**config.mk**
```make
export PLATFORM = sky130hd
export DESIGN_NAME = sacl_cfg
export DESIGN_NICKNAME = d
export VERILOG_FILES = /design/src/hw/rtl/sacl_pkg.sv /design/src/hw/rtl/sacl_cfg.sv
export SDC_FILE = /design/constraint.sdc
export NUM_CORES = 1
export LEC_CHECK = 0
export ABC_AREA = 1
export ABC_CLOCK_PERIOD_IN_PS = 1400
export BUFFER_PORTS_ARGS = -buffer_cell sky130_fd_sc_hd__clkbuf_2
export CORE_ASPECT_RATIO = 1.4
export CORE_UTILIZATION = 45
export DETAILED_ROUTE_END_ITERATION = 12
export GPL_ROUTABILITY_DRIVEN = 1
export PLACE_DENSITY_LB_ADDON = 0.3
export SLEW_MARGIN = 0
export SYNTH_ARGS = -nofsm -noshare
export SYNTH_HDL_FRONTEND = slang
export SYNTH_SLANG_ARGS = --single-unit
```
**constraint.sdc**
```tcl
create_clock -name aclk -period 1.4 [get_ports aclk]
set_clock_uncertainty 0.2 [all_clocks]
set_input_delay 0.28 -clock aclk [delete_from_list [all_inputs] [get_ports aclk]]
set_output_delay 0.28 -clock aclk [all_outputs]
set_load 0.02 [all_outputs]
```
**src/hw/rtl/sacl_pkg.sv**
```systemverilog
`timescale 1ns / 1ps
// ----------------------------------------------------------------------------
// sacl_pkg: shared types and constants of the set-associative lookup
// Sizes of the set store, field widths, register map and the structs
// passed between the register file, the bit packer and the way store.
// ----------------------------------------------------------------------------
package sacl_pkg;

    // Store geometry
    localparam int MAX_SETS  = 1024;
    localparam int MAX_WAYS  = 8;
    localparam int SET_W     = $clog2(MAX_SETS);
    localparam int WAY_W     = $clog2(MAX_WAYS);
    localparam int WAY_CNT_W = $clog2(MAX_WAYS + 1);
    localparam int REC_W     = WAY_W;
    localparam int TAG_W     = 64;
    localparam int ADDR_W    = 64;

    // Bit packer: bits handled per step and number of steps
    localparam int PACK_BITS   = 4;
    localparam int PACK_STEPS  = ADDR_W / PACK_BITS;
    localparam int PACK_CNT_W  = $clog2(PACK_STEPS);

    // Configuration port
    localparam int PDATA_W     = 64;
    localparam int PADDR_W     = 5;
    localparam int REG_SEL_LSB = 3;
    localparam int REG_SEL_W   = PADDR_W - REG_SEL_LSB;

    localparam logic [REG_SEL_W-1:0] REG_ADDRESS_WIDTH = 2'd0;
    localparam logic [REG_SEL_W-1:0] REG_OFFSET_WIDTH  = 2'd1;
    localparam logic [REG_SEL_W-1:0] REG_INDEX_MASK    = 2'd2;
    localparam logic [REG_SEL_W-1:0] REG_WAYS_IN_USE   = 2'd3;

    localparam logic [6:0]  RST_ADDRESS_WIDTH = 7'd32;
    localparam logic [5:0]  RST_OFFSET_WIDTH  = 6'd4;
    localparam logic [63:0] RST_INDEX_MASK    = 64'd4080;
    localparam logic [3:0]  RST_WAYS_IN_USE   = 4'd4;

    typedef struct packed {
        logic [6:0]  address_width;
        logic [5:0]  offset_width;
        logic [63:0] index_mask;
        logic [3:0]  ways_in_use;
    } cfg_t;

    // One row of the set store: age rank and valid bit of each way
    typedef struct packed {
        logic [MAX_WAYS-1:0][REC_W-1:0] rec;
        logic [MAX_WAYS-1:0]            valid;
    } row_t;

    typedef struct packed {
        logic             done;
        logic [SET_W-1:0] set;
        logic [TAG_W-1:0] tag;
    } pack_res_t;

    typedef struct packed {
        logic                 start;
        logic [SET_W-1:0]     set;
        logic [TAG_W-1:0]     tag;
        logic [WAY_CNT_W-1:0] ways;
    } ways_req_t;

    typedef struct packed {
        logic ready;
        logic done;
        logic hit;
    } ways_stat_t;

endpackage

```
**src/hw/rtl/sacl_cfg.sv**
```systemverilog
`timescale 1ns / 1ps
// ----------------------------------------------------------------------------
// sacl_cfg: configuration register file
// APB-style slave holding address width, offset width, index mask and
// associativity. Zero wait states; reads return the stored value.
// ----------------------------------------------------------------------------
module sacl_cfg
    import sacl_pkg::*;
(
    input  logic               aclk,
    input  logic               aresetn,
    input  logic               psel,
    input  logic               penable,
    input  logic               pwrite,
    input  logic [PADDR_W-1:0] paddr,
    input  logic [PDATA_W-1:0] pwdata,
    output logic [PDATA_W-1:0] prdata,
    output logic               pready,
    output cfg_t               cfg
);

    cfg_t                 cfg_reg;
    cfg_t                 cfg_next;
    logic                 wr_en;
    logic [REG_SEL_W-1:0] reg_sel;

    assign pready  = 1'b1;
    assign wr_en   = psel && penable && pwrite;
    assign reg_sel = paddr[PADDR_W-1:REG_SEL_LSB];
    assign cfg     = cfg_reg;

    // Decode the write request
    always_comb begin
        cfg_next = cfg_reg;
        if (wr_en) begin
            case (reg_sel)
                REG_ADDRESS_WIDTH: cfg_next.address_width = pwdata[6:0];
                REG_OFFSET_WIDTH:  cfg_next.offset_width  = pwdata[5:0];
                REG_INDEX_MASK:    cfg_next.index_mask    = pwdata[63:0];
                REG_WAYS_IN_USE:   cfg_next.ways_in_use   = pwdata[3:0];
                default: ;
            endcase
        end
    end

    always_ff @(posedge aclk) begin
        if (!aresetn) begin
            cfg_reg.address_width <= RST_ADDRESS_WIDTH;
            cfg_reg.offset_width  <= RST_OFFSET_WIDTH;
            cfg_reg.index_mask    <= RST_INDEX_MASK;
            cfg_reg.ways_in_use   <= RST_WAYS_IN_USE;
        end else begin
            cfg_reg <= cfg_next;
        end
    end

    // Read back, zero-extended
    always_comb begin
        case (reg_sel)
            REG_ADDRESS_WIDTH: prdata = PDATA_W'(cfg_reg.address_width);
            REG_OFFSET_WIDTH:  prdata = PDATA_W'(cfg_reg.offset_width);
            REG_INDEX_MASK:    prdata = PDATA_W'(cfg_reg.index_mask);
            REG_WAYS_IN_USE:   prdata = PDATA_W'(cfg_reg.ways_in_use);
            default:           prdata = '0;
        endcase
    end

endmodule

```
==> Word level (Yosys, flattened, before mapping) <==
Cells that the tools add are included.
{ "word_totals": {"regBits": 81, "in_bits": 74, "word_cells": 15} }
{ "op_classes": {"eq_ne": 3, "n_mux": 1, "n_reduce_logical": 7} }
{ "ops": {"columns": ["cell", "count"], "rows": [
  ["64-bit case mux with 4 select lines", 1],
  ["2-bit AND reduction", 4],
  ["2-bit == test, second input constant", 2],
  ["2-bit by 1-bit == test with 1-bit output, second input constant", 1],
  ["1-bit logical AND", 2],
  ["2-bit logical NOT", 1]
]} }

==> Logic depth before layout (Yosys ltp) <==
{ "logic_depth": {"word_depth": 3, "ltp_mapped": 6} }

==> Worst setup path after synthesis <==
OpenSTA, ideal clock, no wires.
{ "synth_timing": {"path_kind": "input to output", "from": "input port paddr[3]", "to": "output port prdata[11]", "arrival_ns": 0.997, "path_slack_ns": -0.077, "path_stages": 5, "cell_sequence": "inv_2 nand2_4 buf_4 buf_6 nor2_1"} }
{ "synth_via": {"elab_chain_cells": 2} }
{ "synth_rtl": {"columns": ["element", "line", "rtl"], "rows": [
  ["start: declaration", "sacl_cfg.sv:15", "input logic [PADDR_W-1:0] paddr,"],
  ["2-bit == test, or another cell as far along", "sacl_cfg.sv:59", "case (reg_sel)"],
  ["64-bit case mux with 4 select lines (*)", "sacl_cfg.sv:59", null],
  ["end: declaration", "sacl_cfg.sv:17", "output logic [PDATA_W-1:0] prdata,"]
]} }
Every way passes the cells marked *; elsewhere a longest branch is shown, timed or not.

==> Worst setup path after layout <==
{ "layout_timing": {"from": "register cfg_reg (netlist bit cfg[64])", "to": "output port prdata[60]"} }
{ "layout_via": {"elab_chain_cells": 1} }
{ "layout_rtl": {"columns": ["element", "line", "rtl"], "rows": [
  ["start: declaration", "sacl_cfg.sv:22", "cfg_t cfg_reg;"],
  ["start signal: assignment", "sacl_cfg.sv:53", "cfg_reg <= cfg_next;"],
  ["64-bit case mux with 4 select lines", "sacl_cfg.sv:59", null]
]} }
Every way passes these cells.

==> results.md <==
- Status: finished with violations
- Violated checks: negative setup slack
- Hold Slack: 0.0367 ns
- First-pass DRT Iterations: 5
- Ratio of cells with drive above 1 in the final layout: 44.6%
- Post-route setup slack: -0.142 ns
- CTS tree: done
- CTS root buffer: clkbuf_16
- Post-Synth Simple-Gate Area: 42.0%
- Initial antenna violation count: 0
- Unique cell type count in the Yosys netlist: 19
- Comb power frac: 15.1%
- Cells after synthesis: 653
- Met1 GRT Util: 29.8%
- Met3 Usage GRT: 6.77%
- I/O pins: 220
- First-pass GRT wire length: 20000 microns
- Sw Pwr: 1490 uW
- Worst-path clk slew: 0.07 ns
- Critical path type: reg2out
- Largest family of logic cells by synthesized area: simple AND/OR/NAND/NOR gates
- Largest net degree at the start of global routing: 45
- Area of the core: 8660 sq um
- Std-Cell Rows: 40
- Final wirelength: 13900 microns
- Most Crowded Layer GR: met2
- GR Util All Layers: 27.7%
- RSZ-0062 raised after global routing: true
- Mux contribution to synthesized area: 0%
- Peak supply drop: 0.000637 V
- Adder-Cell Fraction of Synth Area: 0%
- Hold Fails Final Rpt: 0
- CTS Buf Count: 9
- Max cap viols: 0
- Core Util, Final: 75.2%
- DIE HEIGHT: 114 microns
- HP Class: in2reg
- Pwr dens: 905 nW/um^2
- Syn_area_per_cell: 6.21 sq um
- Design area: 6510 sq um
- Final period utilization: 110%
- CTS sink count: 81
- Synth Warn #: 0
- Register area share after synthesis: 40.0%
- Wire per inst: 13.8 microns
- Placed inst area: 5310 sq um
- Met2 Resource Use GR: 48.7%
- Vias: 4981
- Syn-to-layout area delta: 60.5%
- Routed vias/inst: 4.96
- Gpl congestion: 0.846
- # H-tree levels: 3
- Max Freq: 649 MHz
- Die Wd: 82.2 microns
- Antenna violation net count after detailed routing: 0
- Startpoint Class: flop
- Clock Power Share: 44.0%
- Initial drt markers: 289
- Post-DP HPWL: 8380 microns
- Post-route minimum period: 1.54 ns
- Final Net Count: 969
- Max Slew Vio Count: 0
- Global-route congestion overflow total: 0
- CP max FO: 3
- DIE AREA: 9400 sq um
- #FFs+latches synth: 81
- Cell area after synthesis: 4060 sq um
- CP endpoint kind: output pin
- Net Sw Frac: 25.3%
- Flip-flop count of the largest register after layout: 81
- Starting Density: 46.8%
- Synth Area in Compound Gates: 0.586%
- Port bufs: 215
- Antenna Cells: 0
- Leak pwr: 0.00335 uW
- Worst endpoint data arrival time: 1.06 ns
- Syn_nets: 727
- Via count of the first global-routing pass: 4302
- Final Setup Violations: 66
- Power Internal: 4400 uW
- Seq pwr share: 41.0%
- Post-route DRC violation count: 0
- Xor/xnor share of the synthesized area: 0%
- Required time worst endpoint: 0.92 ns
- CTS Buffer Depth: 2
- Insertion delay to the later sink of the worst-skew pair: 0.33 ns
-- final cells by class --
class	count	area, sq um
inverter	120	460
fill	622	2150
sequential	81	1720
clock buffer	11	253
tap	105	131
clock inverter	5	77.6
timing repair buffer	267	2000
multi-input combinational	416	1860
-- per-stage QoR --
stage | power, uW | setup WS (ns) | cells | setup TNS [ns]
after floorplan | 2880 | -0.0773 | 653 | -2.32
after global placement | 3150 | -0.191 | 961 | -18.21
after detailed placement | 3170 | -0.227 | 961 | -22.25
after CTS | 5810 | -0.101 | 997 | -4.21
after global routing | 6120 | -0.172 | 1005 | -7.51
final | 5890 | -0.142 | 1005 | -5.03
-- metal layers --
layer  vias to the layer above  wire length [microns]
li1                       2398                      -
met5                         -                      0
met1                      2235                   5070
met4                         0                    636
met3                        69                    944
met2                       279                   7210
-- critical path: stages, from the launching register on --
cell and delay (ns):
dfxtp_2 0.35, inv_1 0.06, nor2_1 0.15, buf_4 0.17
-- synthesized netlist by cell type --
| library cell | instances | area share (%) |
|---|---|---|
| nand3_2 | 1 | 0.25 |
| inv_1 | 118 | 11 |
| nand2_4 | 1 | 0.28 |
| a22o_1 | 1 | 0.22 |
| nand4_1 | 4 | 0.62 |
| nor2_8 | 2 | 0.99 |
| nand2_1 | 116 | 11 |
| nor2_1 | 202 | 19 |
| buf_6 | 9 | 2.5 |
| dfxtp_1 | 81 | 40 |
| clkbuf_1 | 2 | 0.19 |
| nand3_1 | 83 | 10 |
| buf_2 | 11 | 1.4 |
| nor2_2 | 1 | 0.15 |
| buf_1 | 6 | 0.56 |
| inv_2 | 2 | 0.19 |
| o21ai_0 | 3 | 0.37 |
| buf_4 | 9 | 1.7 |
| conb_1 | 1 | 0.092 |
-- power groups by stage --
stage                     sequential (uW)  combinational (uW)  clock [uW]
after floorplan                      2500                 380           0
after global placement               2450                 706           0
after detailed placement             2450                 721           0
after CTS                            2410                 817        2580
after global routing                 2420                 962        2740
final                                2410                 888        2590
-- layout by cell type (no fill, tap or decap), types with 3 or more instances in the layout --
cell type / instances
dfxtp_2: 81
buf_4: 66
nand2_1: 103
nand3_1: 81
buf_8: 4
o21ai_0: 3
inv_1: 112
dlygate4sd3_1: 8
nand4_1: 4
nand3_2: 3
nor2_2: 11
clkbuf_8: 8
nor2_4: 7
nor2_1: 186
inv_2: 6
buf_6: 33
clkbuf_2: 137
clkbuf_16: 10
buf_12: 9
nand2_2: 13
-- kinds of logic after synthesis --
family | count (synthesis)
compound gates | 4
buf+inv | 157
flops | 81
other cells | 1
simple gates | 410
-- path summary, 6_finish.rpt --
check | startpoint | end | depth (start not counted) | slack [ns]
max | cfg[64] | prdata[60] | 3 | -0.14
min | pwdata[19] | cfg[23] | 5 | 0.04
max reg2reg | cfg[1] | cfg[1] | 4 | 0.37
min reg2reg | cfg[14] | cfg[14] | 2 | 0.27
-- what timing repair did --
item                                    4_1_cts  5_1_grt
hold buffers                                  8        0
gates cloned                                  1        0
setup buffers                                11        8
endpoints found under the setup margin       64       73
endpoints found under the hold margin         9        0
resized for setup                           179      133
pin swaps                                    11       12
Note: power is estimated with default switching activity, not from simulation.
