$ cat src/hw/rtl/sacl_pkg.sv
`timescale 1ns / 1ps
// ----------------------------------------------------------------------------
// sacl_pkg: shared types and constants of the set-associative lookup
// Sizes of the set store, field widths, register map and the structs
// passed between the register file, the bit packer and the way store.
// ----------------------------------------------------------------------------
package sacl_pkg;

    // Store geometry
    localparam int MAX_SETS  = 1024;
    localparam int MAX_WAYS  = 8;
    localparam int SET_W     = $clog2(MAX_SETS);
    localparam int WAY_W     = $clog2(MAX_WAYS);
    localparam int WAY_CNT_W = $clog2(MAX_WAYS + 1);
    localparam int REC_W     = WAY_W;
    localparam int TAG_W     = 64;
    localparam int ADDR_W    = 64;

    // Bit packer: bits handled per step and number of steps
    localparam int PACK_BITS   = 4;
    localparam int PACK_STEPS  = ADDR_W / PACK_BITS;
    localparam int PACK_CNT_W  = $clog2(PACK_STEPS);

    // Configuration port
    localparam int PDATA_W     = 64;
    localparam int PADDR_W     = 5;
    localparam int REG_SEL_LSB = 3;
    localparam int REG_SEL_W   = PADDR_W - REG_SEL_LSB;

    localparam logic [REG_SEL_W-1:0] REG_ADDRESS_WIDTH = 2'd0;
    localparam logic [REG_SEL_W-1:0] REG_OFFSET_WIDTH  = 2'd1;
    localparam logic [REG_SEL_W-1:0] REG_INDEX_MASK    = 2'd2;
    localparam logic [REG_SEL_W-1:0] REG_WAYS_IN_USE   = 2'd3;

    localparam logic [6:0]  RST_ADDRESS_WIDTH = 7'd32;
    localparam logic [5:0]  RST_OFFSET_WIDTH  = 6'd4;
    localparam logic [63:0] RST_INDEX_MASK    = 64'd4080;
    localparam logic [3:0]  RST_WAYS_IN_USE   = 4'd4;

    typedef struct packed {
        logic [6:0]  address_width;
        logic [5:0]  offset_width;
        logic [63:0] index_mask;
        logic [3:0]  ways_in_use;
    } cfg_t;

    // One row of the set store: age rank and valid bit of each way
    typedef struct packed {
        logic [MAX_WAYS-1:0][REC_W-1:0] rec;
        logic [MAX_WAYS-1:0]            valid;
    } row_t;

    typedef struct packed {
        logic             done;
        logic [SET_W-1:0] set;
        logic [TAG_W-1:0] tag;
    } pack_res_t;

    typedef struct packed {
        logic                 start;
        logic [SET_W-1:0]     set;
        logic [TAG_W-1:0]     tag;
        logic [WAY_CNT_W-1:0] ways;
    } ways_req_t;

    typedef struct packed {
        logic ready;
        logic done;
        logic hit;
    } ways_stat_t;

endpackage

$ cat src/hw/rtl/sacl_pack.sv
`timescale 1ns / 1ps
// ----------------------------------------------------------------------------
// sacl_pack: iterative set index and tag extractor
// Masks the address, then walks it from the top bit down, a few bits a
// cycle, shifting index-mask bits into the set index and the rest of the
// block address into the tag.
// ----------------------------------------------------------------------------
module sacl_pack
    import sacl_pkg::*;
(
    input  logic              aclk,
    input  logic              aresetn,
    input  logic              start,
    input  logic [ADDR_W-1:0] address,
    input  cfg_t              cfg,
    output pack_res_t         res
);

    logic                  busy_reg;
    logic                  busy_next;
    logic                  done_reg;
    logic                  done_next;
    logic [PACK_CNT_W-1:0] cnt_reg;
    logic [PACK_CNT_W-1:0] cnt_next;
    logic [ADDR_W-1:0]     a_reg;
    logic [ADDR_W-1:0]     a_next;
    logic [ADDR_W-1:0]     im_reg;
    logic [ADDR_W-1:0]     im_next;
    logic [ADDR_W-1:0]     tm_reg;
    logic [ADDR_W-1:0]     tm_next;
    logic [SET_W-1:0]      idx_reg;
    logic [SET_W-1:0]      idx_next;
    logic [TAG_W-1:0]      tag_reg;
    logic [TAG_W-1:0]      tag_next;
    logic [SET_W-1:0]      idx_step;
    logic [TAG_W-1:0]      tag_step;
    logic [ADDR_W-1:0]     valid_mask;
    logic [ADDR_W-1:0]     low_mask;
    logic [ADDR_W-1:0]     blk_mask;

    // Masks from the current configuration
    always_comb begin
        if (cfg.address_width >= 7'(ADDR_W)) begin
            valid_mask = '1;
        end else begin
            valid_mask = (ADDR_W'(1) << cfg.address_width) - ADDR_W'(1);
        end
        low_mask = (ADDR_W'(1) << cfg.offset_width) - ADDR_W'(1);
        blk_mask = valid_mask & ~low_mask;
    end

    // Shift the top bits of the window into index or tag
    always_comb begin
        idx_step = idx_reg;
        tag_step = tag_reg;
        for (int j = PACK_BITS - 1; j >= 0; j--) begin
            if (im_reg[ADDR_W-PACK_BITS+j]) begin
                idx_step = {idx_step[SET_W-2:0], a_reg[ADDR_W-PACK_BITS+j]};
            end else if (tm_reg[ADDR_W-PACK_BITS+j]) begin
                tag_step = {tag_step[TAG_W-2:0], a_reg[ADDR_W-PACK_BITS+j]};
            end
        end
    end

    // Load on start, advance one window a cycle while busy
    always_comb begin
        busy_next = busy_reg;
        done_next = 1'b0;
        cnt_next  = cnt_reg;
        a_next    = a_reg;
        im_next   = im_reg;
        tm_next   = tm_reg;
        idx_next  = idx_reg;
        tag_next  = tag_reg;
        if (start) begin
            busy_next = 1'b1;
            cnt_next  = '0;
            a_next    = address & valid_mask;
            im_next   = cfg.index_mask & blk_mask;
            tm_next   = blk_mask & ~cfg.index_mask;
            idx_next  = '0;
            tag_next  = '0;
        end else if (busy_reg) begin
            a_next   = a_reg << PACK_BITS;
            im_next  = im_reg << PACK_BITS;
            tm_next  = tm_reg << PACK_BITS;
            idx_next = idx_step;
            tag_next = tag_step;
            cnt_next = cnt_reg + 1'b1;
            if (cnt_reg == PACK_CNT_W'(PACK_STEPS - 1)) begin
                busy_next = 1'b0;
                done_next = 1'b1;
            end
        end
    end

    always_ff @(posedge aclk) begin
        if (!aresetn) begin
            busy_reg <= 1'b0;
            done_reg <= 1'b0;
            cnt_reg  <= '0;
        end else begin
            busy_reg <= busy_next;
            done_reg <= done_next;
            cnt_reg  <= cnt_next;
        end
    end

    always_ff @(posedge aclk) begin
        a_reg   <= a_next;
        im_reg  <= im_next;
        tm_reg  <= tm_next;
        idx_reg <= idx_next;
        tag_reg <= tag_next;
    end

    assign res.done = done_reg;
    assign res.set  = idx_reg;
    assign res.tag  = tag_reg;

endmodule

$ cat config.mk
export PLATFORM = sky130hd
export DESIGN_NAME = sacl_pack
export DESIGN_NICKNAME = d
export VERILOG_FILES = /design/src/hw/rtl/sacl_pkg.sv /design/src/hw/rtl/sacl_pack.sv
export SDC_FILE = /design/constraint.sdc
export NUM_CORES = 1
export LEC_CHECK = 0
export BUFFER_PORTS_ARGS = -buffer_cell sky130_fd_sc_hd__buf_2
export CAP_MARGIN = 25
export CORE_MARGIN = 4
export CORE_UTILIZATION = 55
export DETAILED_ROUTE_END_ITERATION = 12
export PLACE_DENSITY_LB_ADDON = 0.3
export SYNTH_ARGS = -nofsm -noshare
export SYNTH_HDL_FRONTEND = slang
export SYNTH_SLANG_ARGS = --single-unit
$ cat constraint.sdc
create_clock -name aclk -period 13.05 [get_ports aclk]
set_clock_uncertainty 0.1 [all_clocks]
set_input_delay 1.305 -clock aclk [delete_from_list [all_inputs] [get_ports aclk]]
set_output_delay 1.305 -clock aclk [all_outputs]
set_load 0.03 [all_outputs]
# Word level (Yosys, flattened, before mapping)
# Cells that the tools add are included.
word_totals:
  latchBits: 0
  ram_bits: 0
  output_inout_bits: 75
  n_memories: 0
  romBits: 0
  register_bits: 272
  wordCells: 52
  input_bits: 148
op_classes:
  bitwise: 8
  div: 0
  reduce_logical: 5
  addsub: 3
  mul: 0
  eq_ne: 1
  shifts: 2
  muxes: 23
  magnitude_cmp: 1
op_table:
  columns: ["operator", "count"]
  rows:
  - ["64-bit two-way mux", 15]
  - ["64-bit bitwise AND", 4]
  - ["64-bit NOT", 2]
  - ["64-bit by 2-bit subtractor with 64-bit output (second input constant)", 2]
  - ["1-bit by 6-bit << shifter with 64-bit output (first input constant)", 1]
  - ["1-bit by 7-bit << shifter with 64-bit output (first input constant)", 1]
  - ["10-bit two-way mux", 4]
  - ["7-bit >= comparator (second input constant)", 1]
  - ["4-bit by 1-bit adder with 4-bit output (second input constant)", 1]
  - ["4-bit equality test (second input constant)", 1]
  - ["1-bit two-way mux", 4]
  - ["4-bit nonzero test", 1]
  - ["3-bit OR reduction", 1]
  - ["1-bit NOT", 2]
  - ["2-bit AND reduction", 1]
  - ["2-bit nonzero test", 1]
  - ["2-bit OR reduction", 1]

# Longest topological paths before layout
# Gate-level depths: netlist of the first run.
depth:
  depth_word: 8
  mapped_depth: 14
  mapped_depth_nobuf: 10

# Worst setup path before layout of the first run
# No wires, ideal clock.
synth_path:
  path_type: "input-to-reg"
  startpoint: "in start"
  endpoint: "reg a_reg[0], enable pin"
  setup_ns: 0.472
  path_buffers: 3
  path_slack_ns: 8.011
  path_stages: 4
  arrival_time_ns: 4.467
  required_time_ns: 12.478
  path_cell_list: "clkbuf_1 -> clkbuf_1 -> clkbuf_1 -> or2_2"
synth_via:
  elab_chain_len: 1
synth_lines:
  columns: ["element", "line_no", "source"]
  rows:
  - ["start, declared", "sacl_pack.sv:13", "input logic start,"]
  - ["2-bit nonzero test (no line)", null, null]
  - ["end signal, assigned", "sacl_pack.sv:110", "a_reg <= a_next;"]
  - ["end, declared", "sacl_pack.sv:25", "logic [ADDR_W-1:0] a_reg;"]
# Every way passes these cells.
# A chain may end at the register's enable or synchronous reset.

# Worst setup path in the final report of the first run
layout_path:
  startpoint: "in cfg[72] in the netlist's numbering"
  endpoint: "reg im_reg[52], data pin"
layout_via:
  elab_chain_len: 6
layout_lines:
  columns: ["element", "line_no", "source"]
  rows:
  - ["start, declared", "sacl_pack.sv:15", "input cfg_t cfg,"]
  - ["1-bit by 6-bit << shifter with 64-bit output", "sacl_pack.sv:48", "low_mask = (ADDR_W'(1) << cfg.offset_width) - ADDR_W'(1);"]
  - ["64-bit by 2-bit subtractor with 64-bit output", "sacl_pack.sv:48", null]
  - ["64-bit NOT", "sacl_pack.sv:49", "blk_mask = valid_mask & ~low_mask;"]
  - ["64-bit bitwise AND", "sacl_pack.sv:49", null]
  - ["64-bit bitwise AND", "sacl_pack.sv:79", "im_next = cfg.index_mask & blk_mask;"]
  - ["64-bit two-way mux", "sacl_pack.sv:75", "if (start) begin"]
  - ["via im_next[52]", "sacl_pack.sv:28", "logic [ADDR_W-1:0] im_next;"]
  - ["end signal, assigned", "sacl_pack.sv:111", "im_reg <= im_next;"]
  - ["end, declared", "sacl_pack.sv:27", "logic [ADDR_W-1:0] im_reg;"]
# The timed path passes the listed nets, and every way through them passes these cells.

==> results.json, run 1 <==
{
  "path_buf_inv": 2,
  "nNetsFinal": 2172,
  "wirelength_um": 56300,
  "postCtsHoldBufs": 0,
  "final_cell_area_sq_mm": 0.0201,
  "ys_ff_latch": 272,
  "total_power_mw": 2.63,
  "yosysWarningCount": 0,
  "drtIter0Drc": 1869,
  "ios": 223,
  "antenna_found_initial": 3,
  "drive_gt1_frac": 0.168,
  "overflow": 0,
  "io_buffers": 218,
  "insertion_delay_ns": 0.56,
  "ys_async_sr_fraction": 0,
  "critical_path_required_ns": 13.36,
  "slowest_stage": "ha_1",
  "drc_errors": 0,
  "ctsResizeCount": 0,
  "cts_tree": "yes",
  "peakVddDrop_v": 0.000131,
  "combPwrFrac": 0.238,
  "p_leak_nw": 7.64,
  "die_x_um": 188,
  "wl_per_cell_um": 22.7,
  "cts_buffer_depth": 3,
  "crit_path_max_fanout": 33,
  "clock-root-buffer": "clkbuf_16",
  "finalNonFillerCells": 2484,
  "synth_edf_count": 192,
  "path_delay_family": "simple AND/OR/NAND/NOR gates",
  "seqPwrFrac": 0.416,
  "synth_flop_cell": "edfxtp_1",
  "synthesis.nets": 2087,
  "swShare": 0.305,
  "min_path_type": "flop to flop",
  "max_freq_ghz": 0.190,
  "area_growth_syn_to_layout_pct": 12.8,
  "design.core.area_sq_mm": 0.0318,
  "ctsHtreeMaxLevel": 1,
  "vias": 16800,
  "avgViaCountPerCell": 6.74,
  "cts_setup_buffers": 0,
  "status": "finished, final reports clean",
  "cpPeakStageDelay_ns": 0.86,
  "grt.total_usage": 0.299,
  "place_area_sq_mm": 0.0190,
  "cp-end-kind": "flop",
  "clk_pin_slew_ns": 0.06,
  "post-route-period-util": 0.403,
  "final_antenna_net_count": 0,
  "cts_sinks": 272,
  "slew_headroom": 0.273,
  "worstPathCellList": "buf_2 > or2_2 > nor2_1 > nand3_1 > ha_1 > clkinv_1 > or3_1 > mux2i_1 > a2111o_1 > o2bb2ai_1",
  "intPower_mw": 1.83,
  "initial_core_util": 0.562,
  "gp_congestion": 0.953,
  "report.final.slew_viol_count": 0,
  "rows": 65,
  "p_switching_uw": 800,
  "multi_input_area_sq_mm": 0.00950,
  "ys_seq_area_frac": 0.412,
  "rsz0062_at_grt": "no",
  "max-cap-violations": 0,
  "arrival_ns": 5.57,
  "fillers": 2633,
  "setup_tns_ns": 0,
  "synth_cell_types": 78,
  "die-area_sq_mm": 0.0354,
  "die_height_um": 188,
  "worst_pin_slew_ns": 1.09,
  "avgSynthCellArea_sq_um": 9.23,
  "firstDrtPassIters": 6,
  "fin_crit_ns": 5.26,
  "synthCells": 1936,
  "finalHoldViolations": 0,
  "place_hpwl_um": 37900,
  "criticalPathCategory": "input pin to flop",
  "setup_violations": 0,
  "seq_area_sq_mm": 0.00737,
  "grt_start_max_net_pins": 124,
  "grt_pass1_vias": 15900,
  "power_density_mw_per_mm2": 130,
  "dp.cells": 2422,
  "cts_made_buffers": 30,
  "clkPwrFrac": 0.346,
  "grt_pass1_wl_um": 87500,
  "cp-start-kind": "input pin",
  "netlist_area_sq_mm": 0.0179
}
-- cells in the mapped netlist, types with 7 or more instances --
cell type    n  area share
xnor2_1     27       0.013
a21oi_1    111       0.031
nor3_1      31      0.0087
a211oi_1    18      0.0076
o31ai_1     18      0.0076
o211ai_1    10      0.0042
o221ai_1    11      0.0054
o21ai_1      7      0.0020
o32ai_1     83       0.041
dfxtp_1     80       0.090
nand2_1    148       0.031
mux2_2      18       0.011
nand3_1     37       0.010
and3_1      11      0.0039
xor2_1       8      0.0039
a22o_1      26       0.013
a32o_1      21       0.012
o22ai_1     66       0.023
nor2_1      93       0.020
o41ai_1      7      0.0034
nor2b_1     24      0.0084
nand4_1     16      0.0056
and2_1      10      0.0035
a221oi_1    54       0.026
a21boi_0    57       0.024
buf_1       20      0.0042
buf_2        8      0.0022
a41o_1       7      0.0039
or3_1       26      0.0091
mux2i_1     90       0.050
nor4_1      13      0.0046
nor3b_1     11      0.0046
edfxtp_1   192        0.32
inv_1       83       0.017
nand2b_1    79       0.028
o21ai_0     61       0.017
o2bb2ai_1   83       0.041
clkbuf_1   162       0.034
or2_2        8      0.0028
-- per-layer routing --
layer | up-vias | global-route usage | wire, um
met5 | - | 0 | 13
met4 | 2 | 0.106 | 2260
met3 | 141 | 0.0441 | 4830
met2 | 828 | 0.513 | 27500
met1 | 8070 | 0.388 | 21700
li1 | 7711 | - | -
-- layout by cell type (no fill, tap or decap), types with 7 or more instances in the layout --
cell,instances
a211oi_1,18
a21boi_0,57
a21oi_1,111
a221oi_1,54
a22o_1,26
a32o_1,21
a41o_1,7
and2_1,10
and3_1,11
buf_2,218
buf_4,22
clkbuf_16,32
clkinv_2,8
dfxtp_1,79
edfxtp_1,192
inv_1,82
mux2_2,18
mux2i_1,90
nand2_1,148
nand2b_1,77
nand3_1,37
nand4_1,16
nor2_1,91
nor2b_1,23
nor3_1,31
nor3b_1,11
nor4_1,13
o211ai_1,10
o21ai_0,61
o21ai_1,7
o221ai_1,11
o22ai_1,66
o2bb2ai_1,83
o31ai_1,18
o32ai_1,83
o41ai_1,7
or2_2,7
or3_1,26
xnor2_1,27
xor2_1,8
-- worst reg2reg max path, delay by kind of cell, from the launching register on --
family | cells | cell delay (ns)
AND/OR/NAND/NOR | 3 | 1.27
flip-flops | 1 | 0.67
AO/OA/AOI/OAI | 3 | 0.51
buffers and inverters | 1 | 0.42
-- final cells by class --
class	count	area share
inverters	84	0.0159
repair buffers	244	0.0666
well taps	435	0.0270
flip-flops and latches	272	0.366
diodes	5	0.000621
clock buffers	37	0.0417
clock inverters	18	0.0111
multi-input cells	1389	0.471
-- metrics by stage --
step / hold slack (ns) / utilization / worst slack [ns]
after CTS: 0.400 / 0.631 / 8.03
final: 0.404 / 0.634 / 7.79
after global placement: 0.370 / 0.597 / 7.58
after global routing: 0.423 / 0.633 / 7.65
after detailed placement: 0.378 / 0.598 / 7.47
after floorplan: 0.357 / - / 8.01
-- cell families after synthesis --
group,share of synthesized area
compound gates,0.287
simple gates,0.162
buf+inv,0.0585
flops,0.412
mux,0.0618
xor+xnor,0.0172
fa+ha+maj,0.00210
-- power by group through the flow --
| stage | clock network [mW] | logic [mW] | registers (mW) |
|---|---|---|---|
| floorplan | 0 | 0.423 | 1.13 |
| global placement | 0 | 0.597 | 1.10 |
| finish | 0.908 | 0.626 | 1.09 |
| CTS | 0.918 | 0.615 | 1.09 |
| global route | 0.952 | 0.676 | 1.10 |
| detailed placement | 0 | 0.611 | 1.11 |
-- final timing paths --
path	start	end	slack (ns)	depth (start not counted)
setup / recovery	cfg[72]	im_reg[52]	7.79	10
hold / removal	cnt_reg[3]	done_reg	0.40	2
setup reg to reg	im_reg[60]	tag_reg[51]	9.93	7
hold reg to reg	cnt_reg[3]	done_reg	0.40	2
Note: power is estimated with default switching activity, not from simulation.
==> run 2, diff against run 1 <==
- clock period: 13.05 -> 5.51 ns (I/O delays scaled with it)
==> results.json, run 2 (synthesis gave the netlist of run 1 again) <==
{
  "peakVddDrop_v": 0.000232,
  "crit_path_max_fanout": 32,
  "cpPeakStageDelay_ns": 0.83,
  "overflow": 0,
  "final_cell_mix": "buf_2 (217), edfxtp_1 (192), nand2_1 (148), a21oi_1 (111), nor2_1 (91)",
  "initial_core_util": 0.562,
  "gp_congestion": 0.963,
  "finalHoldViolations": 0,
  "cp-start-kind": "input pin",
  "post-route-period-util": 0.667,
  "design.core.area_sq_mm": 0.0318,
  "grt_start_max_net_pins": 119,
  "vias": 16800,
  "ctsResizeCount": 0,
  "final_antenna_net_count": 0,
  "multi_input_area_sq_mm": 0.00950,
  "insertion_delay_ns": 0.57,
  "die-area_sq_mm": 0.0354,
  "die_x_um": 188,
  "place_area_sq_mm": 0.0191,
  "hold_ws_ns": 0.137,
  "firstDrtPassIters": 6,
  "place_hpwl_um": 39200,
  "setup_tns_ns": 0,
  "criticalPathCategory": "input pin to flop",
  "timing.rr.start": "im_reg[62]",
  "seq_area_sq_mm": 0.00737,
  "grt.total_usage": 0.303,
  "die_height_um": 188,
  "fillers": 2697,
  "cts_tree": "yes",
  "path_buf_inv": 2,
  "cts_setup_buffers": 0,
  "whs_endpoint": "busy_reg",
  "reg2reg_depth": 7,
  "ios": 223,
  "drc_errors": 0,
  "status": "finished, final reports clean",
  "setup_violations": 0,
  "clock-root-buffer": "clkbuf_16",
  "drive_gt1_frac": 0.168,
  "antenna_found_initial": 4,
  "worst_pin_slew_ns": 1.09,
  "max-cap-violations": 0,
  "critical_path_required_ns": 5.73,
  "rows": 65,
  "min_path_type": "input pin to flop",
  "max_freq_ghz": 0.272,
  "final_cell_area_sq_mm": 0.0200,
  "nNetsFinal": 2179,
  "report.final.slew_viol_count": 0,
  "io_buffers": 218,
  "clk_pin_slew_ns": 0.06,
  "wl_per_cell_um": 22.8,
  "fin_crit_ns": 3.67,
  "worstPathCellList": "buf_2 > buf_4 > nor3_1 > nand2_1 > ha_1 > nor2_1 > a31oi_1 > o311ai_0 > a2111oi_0 > a21oi_1 > nand3_1",
  "cts_made_buffers": 29,
  "drtIter0Drc": 1845,
  "layout_commonest_cell": "buf_2",
  "p_leak_nw": 7.59,
  "slowest_stage": "o311ai_0",
  "avgViaCountPerCell": 6.76,
  "grt_pass1_wl_um": 88200,
  "hp-start": "aresetn",
  "arrival_ns": 3.89,
  "r2r-end": "tag_reg[57]",
  "cts_sinks": 272,
  "r2r_setup_slack_ns": 2.18,
  "cts_buffer_depth": 3,
  "postCtsHoldBufs": 0,
  "grt_pass1_vias": 15800,
  "wirelength_um": 56700,
  "path_delay_family": "compound AO/OA/AOI/OAI gates",
  "area_growth_syn_to_layout_pct": 12.2,
  "rsz0062_at_grt": "no",
  "power_density_mw_per_mm2": 295,
  "slew_headroom": 0.269,
  "holdPathStages": 2,
  "ctsHtreeMaxLevel": 1,
  "cp-end-kind": "flop"
}
==> run 2: cell count changes in the layout (fill, tap and decap cells not counted), moves of 2 or more <==
cell / delta
buf_4: +7
bufinv_16: -4
clkbuf_1: +4
clkinv_1: +4
clkbuf_16: -3
diode_2: -3
buf_12: +2
clkinv_4: -2
==> run 2: where the power goes <==
group / switching, mW / internal [mW] / leakage (nW)
Clock: 0.814 / 1.02 / 0.432
Combinational: 0.911 / 0.578 / 4.49
Sequential: 0.147 / 2.44 / 2.67
==> run 2: metal layers <==
metal	vias to the layer above	share of wire	GRT usage
met5	-	0.00071	0
met4	6	0.042	0.112
met3	139	0.075	0.0474
met2	785	0.49	0.518
met1	8165	0.40	0.389
li1	7719	-	-
==> run 2: final cells by class <==
| class | count | share of cell area |
|---|---|---|
| Multi-Input combinational cell | 1389 | 0.474 |
| Sequential cell | 272 | 0.368 |
| Timing Repair Buffer | 252 | 0.0713 |
| Clock buffer | 37 | 0.0382 |
| Tap cell | 435 | 0.0272 |
| Inverter | 84 | 0.0160 |
| Clock inverter | 17 | 0.00543 |
| Antenna cell | 2 | 0.000250 |
==> run 2: how the worst max path moves through the flow <==
stage,from,endpoint,slack (ns),cells past startpoint
after detailed placement,cfg[72],tm_reg[42],1.34,11
after global placement,cfg[76],tm_reg[38],1.42,11
after floorplan,start,a_reg[0],1.22,4
after CTS,cfg[72],tm_reg[42],1.95,11
final,cfg[72],tm_reg[42],1.84,11
after global routing,cfg[70],tm_reg[42],1.52,10
==> run 2: per-stage QoR <==
step	cells	worst slack (ns)	total power, mW	util
global placement	2428	1.42	4.03	0.600
CTS	2485	1.95	5.91	0.629
finish	2488	1.84	5.91	0.630
detailed placement	2431	1.34	4.09	0.602
global route	2487	1.52	6.17	0.630
floorplan	1936	1.22	3.67	-
==> run 3, diff against run 2 <==
- ABC_AREA: not set -> 1
- clock period: 5.51 -> 3.4 ns (I/O delays scaled with it)
==> results.json, run 3 <==
{
  "status": "finished, final reports clean",
  "netlist_area_sq_mm": 0.0197,
  "fillers": 3125,
  "synth.most_common_cell": "nand2_1",
  "arrival_ns": 2.98,
  "slowest_stage": "edfxtp_1",
  "grt.total_usage": 0.354,
  "setup_tns_ns": 0,
  "holdPathStages": 3,
  "ys_async_sr_fraction": 0,
  "synthesis.nets": 3198,
  "drc_errors": 0,
  "peakVddDrop_v": 0.000636,
  "critical_path_required_ns": 3.74,
  "setup_violations": 0,
  "cp-start-kind": "flop",
  "rows": 69,
  "hp-start": "cfg[57]",
  "die_height_um": 197,
  "cp-end-kind": "flop",
  "synth_area_leaders": "edfxtp_1 (29%), nand2_1 (23%), dfxtp_1 (8.1%)",
  "firstDrtPassIters": 6,
  "wirelength_um": 71600,
  "slew_headroom": 0.479,
  "swShare": 0.358,
  "ys_seq_area_frac": 0.374,
  "place_hpwl_um": 52500,
  "combPwrFrac": 0.305,
  "final_antenna_net_count": 0,
  "whs_endpoint": "im_reg[53]",
  "final_cell_mix": "nand2_1 (1,181), nand3_1 (295), nor2_1 (283), inv_1 (234), buf_2 (217)",
  "synth_flop_cell": "edfxtp_1",
  "synth_cell_types": 48,
  "crit_path_max_fanout": 36,
  "final_util": 0.652,
  "min_path_type": "input pin to flop",
  "gp_congestion": 0.995,
  "layout_commonest_cell": "nand2_1",
  "grt_pass1_vias": 20200,
  "power_density_mw_per_mm2": 481,
  "finalHoldViolations": 0,
  "grt_pass1_wl_um": 110000,
  "postCtsHoldBufs": 63,
  "design.core.area_sq_mm": 0.0355,
  "path_delay_family": "buffers and inverters",
  "multi_input_area_sq_mm": 0.0107,
  "p_leak_nw": 12.1,
  "die_x_um": 197,
  "r2r-end": "tag_reg[26]",
  "rsz0062_at_grt": "no",
  "antenna_found_initial": 2,
  "seqPwrFrac": 0.380,
  "fin_crit_ns": 2.64,
  "ios": 223,
  "area_growth_syn_to_layout_pct": 17.4,
  "synth_top_area_frac": 0.292,
  "avgSynthCellArea_sq_um": 6.47,
  "yosys-top-cells-count": "nand2_1 (1,185), nand3_1 (295), nor2_1 (285)",
  "cts_sinks": 272,
  "finalNonFillerCells": 3758,
  "intPower_mw": 7.14,
  "worstPathCellList": "inv_2 > nand2_2 > inv_2 > buf_12 > nand2_1 > nand2_1 > inv_1 > o21ai_0 > nand2_1 > nand3_1 > o21ai_0",
  "cts_tree": "yes",
  "grt_start_max_net_pins": 114,
  "max_freq_ghz": 0.379,
  "path_common_cell": "nand2_1",
  "insertion_delay_ns": 0.59,
  "initial_core_util": 0.556,
  "cts_setup_buffers": 0,
  "vias": 21900,
  "cpPeakStageDelay_ns": 0.55,
  "clock-root-buffer": "clkbuf_16",
  "r2r_setup_slack_ns": 0.76,
  "report.final.slew_viol_count": 0,
  "synthCells": 3047,
  "cts_buffer_depth": 3,
  "ctsResizeCount": 0,
  "clkPwrFrac": 0.315,
  "clk_pin_slew_ns": 0.06,
  "seq_area_sq_mm": 0.00737,
  "max-cap-violations": 0,
  "ys_ff_latch": 272,
  "synth_top_area_cell": "edfxtp_1",
  "reg2reg_depth": 11,
  "post-route-period-util": 0.776,
  "wl_per_cell_um": 19.0,
  "nNetsFinal": 3421,
  "drtIter0Drc": 2889,
  "overflow": 0,
  "yosysWarningCount": 0,
  "die-area_sq_mm": 0.0389,
  "criticalPathCategory": "flop to flop",
  "cts_made_buffers": 30,
  "path_buf_inv": 4,
  "drive_gt1_frac": 0.135,
  "timing.rr.start": "im_reg[62]",
  "worst_pin_slew_ns": 0.781,
  "dp.cells": 3636,
  "p_switching_mw": 3.99,
  "synth_edf_count": 192,
  "avgViaCountPerCell": 5.82,
  "ctsHtreeMaxLevel": 1,
  "io_buffers": 218
}
run 3: through the flow:
stage	cell area [sq um]	setup WS (ns)	hold slack [ns]	power, mW
finish	23100	0.762	0.0128	11.1
global route	23100	0.569	0.0122	11.7
CTS	23100	0.864	0.00316	11.1
detailed placement	21400	0.296	0.355	7.51
global placement	21400	0.463	0.356	7.44
floorplan	19700	0.585	0.372	6.49
run 3: cells by family (layout without fill, tap and decap cells):
| family | Yosys count | in the layout | share of synthesized area |
|---|---|---|---|
| AO/OA/AOI/OAI | 343 | 343 | 0.0990 |
| XOR/XNOR | 13 | 13 | 0.00578 |
| adder cells (fa/ha/maj) | 3 | 3 | 0.00190 |
| buffers and inverters | 416 | 663 | 0.0833 |
| flip-flops | 272 | 272 | 0.374 |
| multiplexers | 9 | 9 | 0.00457 |
| other | 0 | 3 | 0 |
| AND/OR/NAND/NOR | 1991 | 1991 | 0.432 |
run 3: layout make-up:
type | instances | share of cell area
Antenna cell | 3 | 0.000325
Timing Repair Buffer | 352 | 0.105
Sequential cell | 272 | 0.318
Clock inverter | 20 | 0.0112
Inverter | 255 | 0.0419
Tap cell | 461 | 0.0249
Clock buffer | 36 | 0.0343
Multi-Input combinational cell | 2359 | 0.464
run 3: worst max-delay path by stage:
stage               startpoint     endpoint  slack [ns]  depth (start not counted)
detailed placement     cfg[76]   im_reg[26]        0.30                         16
CTS                 im_reg[62]  tag_reg[27]        0.86                         11
finish              im_reg[62]  tag_reg[26]        0.76                         11
floorplan                start     a_reg[0]        0.59                          4
global placement       cfg[76]   tm_reg[18]        0.46                         15
global route        im_reg[62]  tag_reg[27]        0.57                         11
run 3: power by group through the flow:
stage,clock network (mW),registers [mW],logic [mW]
finish,3.50,4.23,3.40
global route,3.65,4.26,3.76
CTS,3.51,4.22,3.32
detailed placement,0,4.28,3.23
global placement,0,4.27,3.17
floorplan,0,4.43,2.06
run 3: worst reg2reg max path, stage by stage (launching register included):
cell      delay [ns]
edfxtp_1        0.55
inv_2           0.24
nand2_2         0.11
inv_2           0.45
buf_12          0.29
nand2_1         0.08
nand2_1         0.07
inv_1           0.05
o21ai_0         0.22
nand2_1         0.10
nand3_1         0.12
o21ai_0         0.09
run 3: routing by layer:
metal / vias up / wire length [um] / track usage
met5: - / 0 / 0
met4: 0 / 2140 / 0.0991
met3: 167 / 7560 / 0.0556
met2: 1237 / 32400 / 0.568
met1: 10000 / 29500 / 0.500
li1: 10400 / - / -
